--- src/rtl/rmq_pkg.sv ---
// shared types, codes and width helpers for the rotation matrix to quaternion block
// no dependencies
`default_nettype none

package rmq_pkg;

    localparam int FIELD_W           = 18;
    localparam int DEF_FRACTION_BITS = 16;
    localparam int LANES             = 3;

    typedef enum logic [1:0] {
        BR_TRACE = 2'd0,
        BR_X     = 2'd1,
        BR_Y     = 2'd2,
        BR_Z     = 2'd3
    } t_branch;

    // side information that rides along with every request
    typedef struct packed {
        t_branch          branch;
        logic             degen;
        logic [LANES-1:0] neg;
    } t_side;

    function automatic int max2(input int a, input int b);
        return (a > b) ? a : b;
    endfunction

    // unsigned width of the square-root argument
    function automatic int arg_w(input int f);
        return max2(FIELD_W + 1, f) + 1;
    endfunction

    // radicand width, rounded up to an even count
    function automatic int rad_w(input int f);
        return arg_w(f) + f + ((arg_w(f) + f) & 1);
    endfunction

    function automatic int sqrt_w(input int f);
        return rad_w(f) >> 1;
    endfunction

    // quotient bits: enough to see anything above one
    function automatic int quo_w(input int f);
        return f + 3;
    endfunction

    function automatic int rem_w(input int f);
        return max2(FIELD_W + f + 2, sqrt_w(f) + 1 + quo_w(f)) + 1;
    endfunction

endpackage

`default_nettype wire

--- src/rtl/rmq_back.sv ---
// last stage: saturation, lane to component mapping and the output register
// depends on rmq_pkg
`default_nettype none

module rmq_back import rmq_pkg::*; #(
    parameter int FRACTION_BITS = DEF_FRACTION_BITS,
    localparam int SW = sqrt_w(FRACTION_BITS),
    localparam int QW = quo_w(FRACTION_BITS)
) (
    input  logic                      i_clk,
    input  logic                      i_rst_n,
    input  logic                      i_en,
    input  logic                      i_valid,
    input  logic [LANES-1:0][QW-1:0]  i_quo,
    input  logic [SW-1:0]             i_s,
    input  t_side                     i_side,
    output logic                      o_valid,
    output logic signed [FIELD_W-1:0] o_qx,
    output logic signed [FIELD_W-1:0] o_qy,
    output logic signed [FIELD_W-1:0] o_qz,
    output logic signed [FIELD_W-1:0] o_qw,
    output logic [1:0]                o_branch,
    output logic                      o_degenerate
);

    localparam int    XW     = max2(QW, SW) + 1;
    localparam longint ONE_L = longint'(1) << FRACTION_BITS;
    localparam longint PMAX  = (longint'(1) << (FIELD_W - 1)) - 1;
    localparam longint NMAX  = longint'(1) << (FIELD_W - 1);
    localparam longint CAPP  = (ONE_L < PMAX) ? ONE_L : PMAX;
    localparam longint CAPN  = (ONE_L < NMAX) ? ONE_L : NMAX;

    logic [XW-1:0]              ext, cap, lim;
    logic signed [FIELD_W-1:0]  lv [LANES];
    logic signed [FIELD_W-1:0]  mv;
    logic signed [FIELD_W-1:0]  n_qx, n_qy, n_qz, n_qw;

    logic                       r_valid;
    logic signed [FIELD_W-1:0]  r_qx, r_qy, r_qz, r_qw;
    t_branch                    r_branch;
    logic                       r_degen;

    always_comb begin
        for (int l = 0; l < LANES; l++) begin
            ext   = XW'(i_quo[l]);
            cap   = i_side.neg[l] ? XW'(CAPN) : XW'(CAPP);
            lim   = (ext > cap) ? cap : ext;
            lv[l] = i_side.neg[l] ? -FIELD_W'(lim) : FIELD_W'(lim);
        end
        ext = XW'(i_s >> 1);
        cap = XW'(CAPP);
        lim = (ext > cap) ? cap : ext;
        mv  = FIELD_W'(lim);

        // lane 0 is w on the axis branches
        case (i_side.branch)
            BR_TRACE: begin
                n_qx = lv[0]; n_qy = lv[1]; n_qz = lv[2]; n_qw = mv;
            end
            BR_X: begin
                n_qw = lv[0]; n_qy = lv[1]; n_qz = lv[2]; n_qx = mv;
            end
            BR_Y: begin
                n_qw = lv[0]; n_qz = lv[1]; n_qx = lv[2]; n_qy = mv;
            end
            default: begin
                n_qw = lv[0]; n_qx = lv[1]; n_qy = lv[2]; n_qz = mv;
            end
        endcase
    end

    always_ff @(posedge i_clk) begin
        if (!i_rst_n) begin
            r_valid <= 1'b0;
        end else if (i_en) begin
            r_valid <= i_valid;
        end
    end

    always_ff @(posedge i_clk) begin
        if (i_en) begin
            r_qx     <= n_qx;
            r_qy     <= n_qy;
            r_qz     <= n_qz;
            r_qw     <= n_qw;
            r_branch <= i_side.branch;
            r_degen  <= i_side.degen;
        end
    end

    assign o_valid      = r_valid;
    assign o_qx         = r_qx;
    assign o_qy         = r_qy;
    assign o_qz         = r_qz;
    assign o_qw         = r_qw;
    assign o_branch     = r_branch;
    assign o_degenerate = r_degen;

endmodule

`default_nettype wire

--- config.mk ---
export PLATFORM = sky130hd
export DESIGN_NAME = rmq_back
export DESIGN_NICKNAME = d
export VERILOG_FILES = /design/src/rtl/rmq_pkg.sv /design/src/rtl/rmq_back.sv
export SDC_FILE = /design/constraint.sdc
export NUM_CORES = 1
export LEC_CHECK = 0
export ABC_AREA = 1
export BUFFER_PORTS_ARGS = -buffer_cell sky130_fd_sc_hd__clkbuf_2
export CORE_ASPECT_RATIO = 1.4
export CORE_UTILIZATION = 40
export CTS_CLUSTER_DIAMETER = 60
export DETAILED_ROUTE_END_ITERATION = 10
export HOLD_SLACK_MARGIN = 0.05
export PLACE_DENSITY = 0.72
export SETUP_SLACK_MARGIN = 0.2
export SYNTH_ARGS = -nofsm -noshare
export SYNTH_HDL_FRONTEND = slang
export SYNTH_SLANG_ARGS = --single-unit
export TNS_END_PERCENT = 100
--- constraint.sdc ---
create_clock -name i_clk -period 2.54 [get_ports i_clk]
set_input_delay 0 -clock i_clk [delete_from_list [all_inputs] [get_ports i_clk]]
set_output_delay 0 -clock i_clk [all_outputs]
set_load 0.005 [all_outputs]
After elaboration in Yosys (flattened, before gate mapping). Index checks and enable logic that the tools add are counted.

Register bits after elaboration: 76. Bits in latches: 0. Bits in writable memories: 0. Bits in read-only memories: 0. Output and inout bits: 76. Memories: 0.

Add/sub/neg operators: 3. Multipliers: 0. Divide/modulo/power cells: 0. Magnitude comparators: 4. Eq/ne operators: 2. Shift operators: 0. Muxes and demuxes: 11. Bitwise gates (word level): 0. Reductions and logical operators: 2.

Operators with widths (count): $mux W18 (7); $pmux W18 S2 (2); $gt A19 B17 Y1 const B (3); $neg A18 Y18 (3); $pmux W18 S3 (1); $gt A17 B17 Y1 const B (1); $mux W17 (1); $eq A2 B1 Y1 const B (1); $eq A2 B2 Y1 const B (1); $logic_not A2 Y1 (1); $reduce_or A2 Y1 (1).

Logic depth before layout (Yosys ltp). Gate-level depths: netlist of run 1.

Word-level depth: 5. Depth in mapped cells: 19. Gate-level depth less buffers: 18.

Least setup slack after synthesis of run 1. Ideal clock, no wire load.

Path kind: input port to flip-flop. Start point: input i_quo[36] in the netlist's numbering. End point: register r_qz[6] (netlist: o_qz[6]) (data pin). Arrival: 1.592 ns. Data required time: 2.269 ns. Path slack: 0.677 ns. Cell stages on the path: 16. Path buffers: 1. Cell sequence: nor2_1 -> inv_1 -> or2_1 -> nand2_1 -> buf_6 -> inv_2 -> nor2_1 -> inv_1 -> ha_1 -> inv_1 -> a21oi_1 -> nand2_1 -> nand2_1 -> xor2_1 -> nand2_1 -> o211ai_1.

Word-level cells in the longest chain between the ends: 5.

RTL lines: from (decl) (line rmq_back.sv:14) `input logic [LANES-1:0][QW-1:0] i_quo,`; $gt A19 B17 Y1 * (line rmq_back.sv:47) `lim = (ext > cap) ? cap : ext;`; $mux W18 * (line rmq_back.sv:47); $neg A18 Y18 (line rmq_back.sv:48) `lv[l] = i_side.neg[l] ? -FIELD_W'(lim) : FIELD_W'(lim);`; $mux W18 * (line rmq_back.sv:48); $pmux W18 S2 * (line rmq_back.sv:56) `case (i_side.branch)`; via n_qz[6] (line rmq_back.sv:36) `logic signed [FIELD_W-1:0] n_qx, n_qy, n_qz, n_qw;`; to (signal assigned) (line rmq_back.sv:84) `r_qz <= n_qz;`; to (decl) (line rmq_back.sv:39) `logic signed [FIELD_W-1:0] r_qx, r_qy, r_qz, r_qw;`.

The timed path passes the listed nets; every way through them passes the cells marked *. A chain may end at the register's enable or synchronous reset.

Final worst setup path of run 1.
Start point: input i_quo[24] in the netlist's numbering. End point: register r_qz[6] (netlist: o_qz[6]) (data pin).

Word-level cells in the longest chain between the ends: 5.

RTL lines (line): $gt A19 B17 Y1 (rmq_back.sv:47); $mux W18 * (rmq_back.sv:47); $neg A18 Y18 (rmq_back.sv:48); $mux W18 * (rmq_back.sv:48); $pmux W18 S2 * (rmq_back.sv:56); via n_qz[6] (rmq_back.sv:36).

Marks and branches as above.

==> impl_metrics.toml, run 1 <==
[die]
chipWidth_um = 102
dieArea_um2 = 14500
coreArea_um2 = 13500
initial_utilization = 0.416
row_count = 50
pin_count = 161
die_h_um = 142

[power_and_ir_drop]
clkPwrFrac = 0.351
power_frac_seq = 0.435
p_leak_nw = 3.12
p_sw_mw = 1.04
vdd_drop_max_mv = 0.327
switching_share = 0.288
finalPower_mw = 3.62
p_int_mw = 2.57
power_per_cell_area_nw_per_um2 = 521
p_comb_frac = 0.214

[worst_hold_path]
whs_path_depth = 3
min_from = "i_s[13]"
hold_end = "o_qx[12]$_DFFE_PP_"
hp-class = "in -> reg"

[finish]
nets = 1002
final_layout_size_suffix_gt1_frac = 0.242
final_cell_mix = "nand2_1 (275), clkbuf_2 (158), edfxtp_1 (75)"
area_growth_pct = 23.5
final_util = 0.513
n_antenna_cell = 0
layout_commonest_cell = "nand2_1"
fill_cells = 1353

[sta]
tns_ns = 0
grt_setup_unrepaired = "false"
fin_crit_sh = 0.778
setup_viol = 0
min_period_ns = 1.98
hold_violations = 0
max-slew-margin-rel = 0.511
fin_skew_ns = 0
tightest_slew_ns = 0.733
fmax_ghz = 0.506
maxSlewViolCount = 0

[synth]
syn_avg_cell_area_um2 = 7.42
netlist.area_leader.share = 0.401
netlist_instances = 757
synth-edff-count = 75
netlist_top_cells_area = "edfxtp_1 (40%), nand2_1 (18%), nand3_1 (6.1%)"
ys.flop_type = "edfxtp_1"
synth_fp_nets = 845
synthArstFlopShare = 0
synthesis.area_um2 = 5620
ys_ff_latch = 76
synth_largest_area_cell = "edfxtp_1"
ys_seq_area_frac = 0.405
ys_types = 48
yosys_warnings = 0

[setup_path]
worst-setup-path-type = "in -> reg"
arrival_ns = 2.15
ff2ff_path_depth = 3
path_cells = "clkbuf_2 -> or2_4 -> nor2_2 -> nand3_1 -> nand2_1 -> inv_2 -> nor2_1 -> inv_1 -> ha_1 -> inv_1 -> a21oi_1 -> nand2_1 -> nand2_1 -> xor2_1 -> nand2_1 -> o211ai_1"
r2r_start = "o_valid$_SDFFE_PN0P_"
crit_path_max_fanout = 7
path_common_cell = "nand2_1"
startpoint_type = "primary input"
max_stage_delay_ns = 0.29
worstPathRequired_ns = 2.72
r2r-end = "o_valid$_SDFFE_PN0P_"
r2r_setup_slack_ns = 1.33
endpoint_kind = "register"
crit_path_top_delay_cell = "xor2_1"

[cts]
cts-buffers-inserted = 9
cts_tree = "built"
cts_setup_buffers = 0
insertion_delay_ns = 0.33
cts.sinks = 76
ctsResizeCount = 0
cts-root-buf = "clkbuf_16"
clkTransAtPathRegs_ns = 0.06
cts.path.max_buffers = 2
htree_levels = 3

[global_route]
antenna_found_initial = 0
grt_max_degree = 78
track_usage = 0.238
grt_pass1_wl_mm = 26.0
overflow = 0
grt_pass1_vias = 5113

[route]
viasPerCell = 5.26
finalWirelength_mm = 17.3
drcViolationCount = 0
ant_nets = 0
drt_iter0_markers = 582
detail_route.first_pass.iterations = 5
routedWlPerCell_um = 15.7
num_vias = 5796

[flow_run]
drv_cap = 0

[place]
portBuffers = 159
routabilityCongestion = 0.922
dp_hpwl_mm = 13.5

[outcome]
status = "complete, no violations"
[state kept, by name, summed over array words and instances (netlist names)]
| signal | count |
|---|---|
| o_branch | 2 |
| o_degenerate | 1 |
| o_qx | 18 |
| o_qz | 18 |
| o_qy | 18 |
| o_valid | 1 |
| o_qw | 18 |
[what timing repair did]
action	4_1_cts	5_1_grt
hold buffers	7	0
setup endpoints to repair	0	0
hold endpoints to repair	6	0
[area by class of cell]
type	instances	area, um^2	share of cell area
Clock buffer	10	229	0.0330
Sequential cell	76	2270	0.328
Clock inverter	6	63.8	0.00920
Timing Repair Buffer	179	976	0.141
Tap cell	182	228	0.0328
Multi-Input combinational cell	582	2920	0.421
Inverter	66	248	0.0357
[worst max-delay path by stage]
stage          cells after the start           endpoint      start
3_3_place_gp                      16  o_qy[6]$_DFFE_PP_  i_quo[24]
3_5_place_dp                      16  o_qz[6]$_DFFE_PP_  i_quo[24]
4_1_cts                           16  o_qz[6]$_DFFE_PP_  i_quo[24]
2_1_floorplan                     16  o_qz[6]$_DFFE_PP_  i_quo[36]
6_report                          16  o_qz[6]$_DFFE_PP_  i_quo[24]
5_1_grt                           16  o_qz[6]$_DFFE_PP_  i_quo[24]
[worst max-delay path: cells and delay by family]
kind | cells | cell delay, ns
xor gates and xnor gates | 1 | 0.29
buffers and inverters | 4 | 0.39
AOI/OAI and AO/OA | 2 | 0.15
and+or+nand+nor | 8 | 1.09
adders and majority gates | 1 | 0.21
[synth_stat cells (2+ instances only)]
cell type	count
nand2_1	275
edfxtp_1	75
nand3_1	68
inv_1	62
nor2_1	55
o21ai_0	27
o211ai_1	21
clkbuf_1	18
nand4_1	18
xor2_1	13
o41ai_1	12
nand2_2	10
o21ai_1	10
xnor2_1	9
buf_2	8
o31ai_1	6
a21oi_1	5
a22oi_1	5
buf_6	5
nand3b_1	5
nor4_1	4
ha_1	3
inv_2	3
nand2_4	3
nand3_2	3
nor2_2	3
o2111ai_1	3
o21ai_2	3
buf_4	2
nand4_2	2
o221ai_1	2
or2_1	2
or2_4	2
[cell families (layout without fill, tap and decap cells)]
kind of cell,after synthesis,after routing,synth area share
XOR/XNOR,23,23,0.0372
adder cells (fa/ha/maj),3,3,0.00669
buffers and inverters,99,261,0.0760
AND/OR/NAND/NOR,456,456,0.355
AO/OA/AOI/OAI,99,99,0.119
multiplexers,1,1,0.00178
flip-flops,76,76,0.405
[metrics by stage]
step	hold WS, ns	worst slack [ns]	instances	cell area, um^2
global route	0.0720	0.413	1101	6940
finish	0.0617	0.565	1101	6940
floorplan	0.0935	0.677	757	5620
CTS	0.0520	0.593	1101	6940
global placement	0.178	0.348	1078	6570
detailed placement	0.180	0.263	1078	6570
[metal layers]
metal  GRT usage  wire (um)
met3      0.0201       1060
met1       0.306       7230
met4      0.0805        338
met2       0.414       8630
met5           0          0
[power by group through the flow]
stage / combinational, mW / clock [mW] / sequential, mW
6_report: 0.773 / 1.27 / 1.57
5_1_grt: 0.850 / 1.33 / 1.58
4_1_cts: 0.768 / 1.29 / 1.57
3_5_place_dp: 0.756 / 0 / 1.60
3_3_place_gp: 0.751 / 0 / 1.60
2_1_floorplan: 0.381 / 0 / 1.60
No activity file was read; power rests on OpenSTA's default activity.
==> run 2: changes to the inputs <==
==> constraint.sdc (replaced) <==
create_clock -name i_clk -period 2 [get_ports i_clk]
set_input_delay 0 -clock i_clk [delete_from_list [all_inputs] [get_ports i_clk]]
set_output_delay 0 -clock i_clk [all_outputs]
set_load 0.005 [all_outputs]
==> run 2 against run 1 <==
Routed wire length rose by 3.8%. Critical endpoint is now o_qw[2]$_DFFE_PP_. Sequential power rose by 27%. Sequential share of layout area fell by 1.8 points.
==> impl_metrics.toml, run 2 (synthesis results as in run 1) <==
[die]
dieArea_um2 = 14500
chipWidth_um = 102
initial_utilization = 0.416
pin_count = 161
die_h_um = 142
row_count = 50
coreArea_um2 = 13500

[global_route]
overflow = 0
grt_pass1_wl_mm = 27.3
track_usage = 0.246
antenna_found_initial = 0
grt_max_degree = 78
grt_pass1_vias = 5495

[finish]
area_growth_pct = 30.9
design_area_um2 = 7350
final_util = 0.544
layout_commonest_cell = "nand2_1"
nets = 1038
fin_cells = 1136
final_cell_mix = "nand2_1 (273), clkbuf_2 (158), edfxtp_1 (75)"
n_antenna_cell = 0
fill_cells = 1340
final_layout_size_suffix_gt1_frac = 0.284

[setup_path]
max_stage_delay_ns = 0.54
endpoint_kind = "register"
path_cells = "dlygate4sd3_1 -> clkbuf_2 -> nor4_1 -> nand4_1 -> nand2_1 -> inv_1 -> nor2_1 -> inv_1 -> o21ai_0"
crit_family = "buffers and inverters"
crit_path_max_fanout = 7
arrival_ns = 1.89
worstPathRequired_ns = 2.16
worst-setup-path-type = "in -> reg"
crit_path_top_delay_cell = "dlygate4sd3_1"
path_common_cell = "inv_1"
critPathBufInv = 4
startpoint_type = "primary input"

[sta]
tightest_slew_ns = 1.04
hold_violations = 0
setup_viol = 0
min_period_ns = 1.73
max-slew-margin-rel = 0.303
fin_skew_ns = 0
fmax_ghz = 0.578
fin_crit_sh = 0.865
tns_ns = 0
maxSlewViolCount = 0
grt_setup_unrepaired = "false"
fin_ws_ns = 0.269

[route]
routedWlPerCell_um = 15.8
drt_iter0_markers = 666
finalWirelength_mm = 17.9
num_vias = 6064
detail_route.first_pass.iterations = 5
viasPerCell = 5.34
drcViolationCount = 0
ant_nets = 0

[cts]
insertion_delay_ns = 0.34
cts-root-buf = "clkbuf_16"
cts.sinks = 76
cts_tree = "built"
clkTransAtPathRegs_ns = 0.06
cts.path.max_buffers = 2
cts-buffers-inserted = 9
htree_levels = 3

[flow_run]
drv_cap = 0

[place]
dp_slack_ns = -0.0640
dp_hpwl_mm = 13.8
routabilityCongestion = 0.944
dpl_cell_area_um2 = 6820
portBuffers = 159
dp.cells = 1107

[power_and_ir_drop]
power_per_cell_area_nw_per_um2 = 685
p_leak_nw = 3.33
vdd_drop_max_mv = 0.423

[outcome]
status = "complete, no violations"

[worst_hold_path]
hp-class = "in -> reg"
[run 2: power breakdown]
part | internal [mW] | leakage (nW) | switching [mW]
Combinational | 0.411 | 2.42 | 0.648
Clock | 1.34 | 0.176 | 0.638
Sequential | 1.94 | 0.730 | 0.0553
[run 2: worst paths after layout]
path                                           start  slack, ns  depth (start not counted)                    to
worst max-delay path                         i_s[13]       0.27                          9     o_qw[2]$_DFFE_PP_
worst min-delay path                          i_s[9]       0.08                          3     o_qx[8]$_DFFE_PP_
worst max register to register  o_valid$_SDFFE_PN0P_       0.75                          3  o_valid$_SDFFE_PN0P_
worst min register to register  o_valid$_SDFFE_PN0P_       1.15                          3  o_valid$_SDFFE_PN0P_
[run 2: cell type report]
type                       instances  area (um^2)  share of cell area
multi-input combinational        582         2970               0.405
sequential                        76         2270               0.309
timing repair buffer             214         1250               0.171
inverter                          66          254              0.0346
tap                              182          228              0.0310
clock buffer                       9          225              0.0306
clock inverter                     6          138              0.0187
timing repair inverter             1         5.00            0.000681
[run 2: routing by layer]
metal	vias to the layer above	wire, um	global-route usage
met5	-	0	0
met4	0	581	0.107
met3	35	1410	0.0300
met2	334	8940	0.415
met1	2741	6980	0.313
li1	2954	-	-
[run 2: metrics by stage]
step	hold slack (ns)	power (mW)
finish	0.0834	5.03
global route	0.116	5.24
CTS	0.0755	5.02
detailed placement	0.179	3.04
global placement	0.178	3.03
floorplan	0.0935	2.52
[run 2: tightest hold or removal path, delay by kind of cell]
family	cells	cell delay [ns]
and+or+nand+nor	2	0.17
buffers and inverters	1	0.13
[run 2: timing repair]
| action | in CTS | in global routing |
|---|---|---|
| gates resized for setup | 0 | 13 |
| hold endpoints to repair | 7 | 0 |
| hold buffers | 8 | 0 |
| setup endpoints to repair | 0 | 23 |
| setup buffers | 0 | 5 |
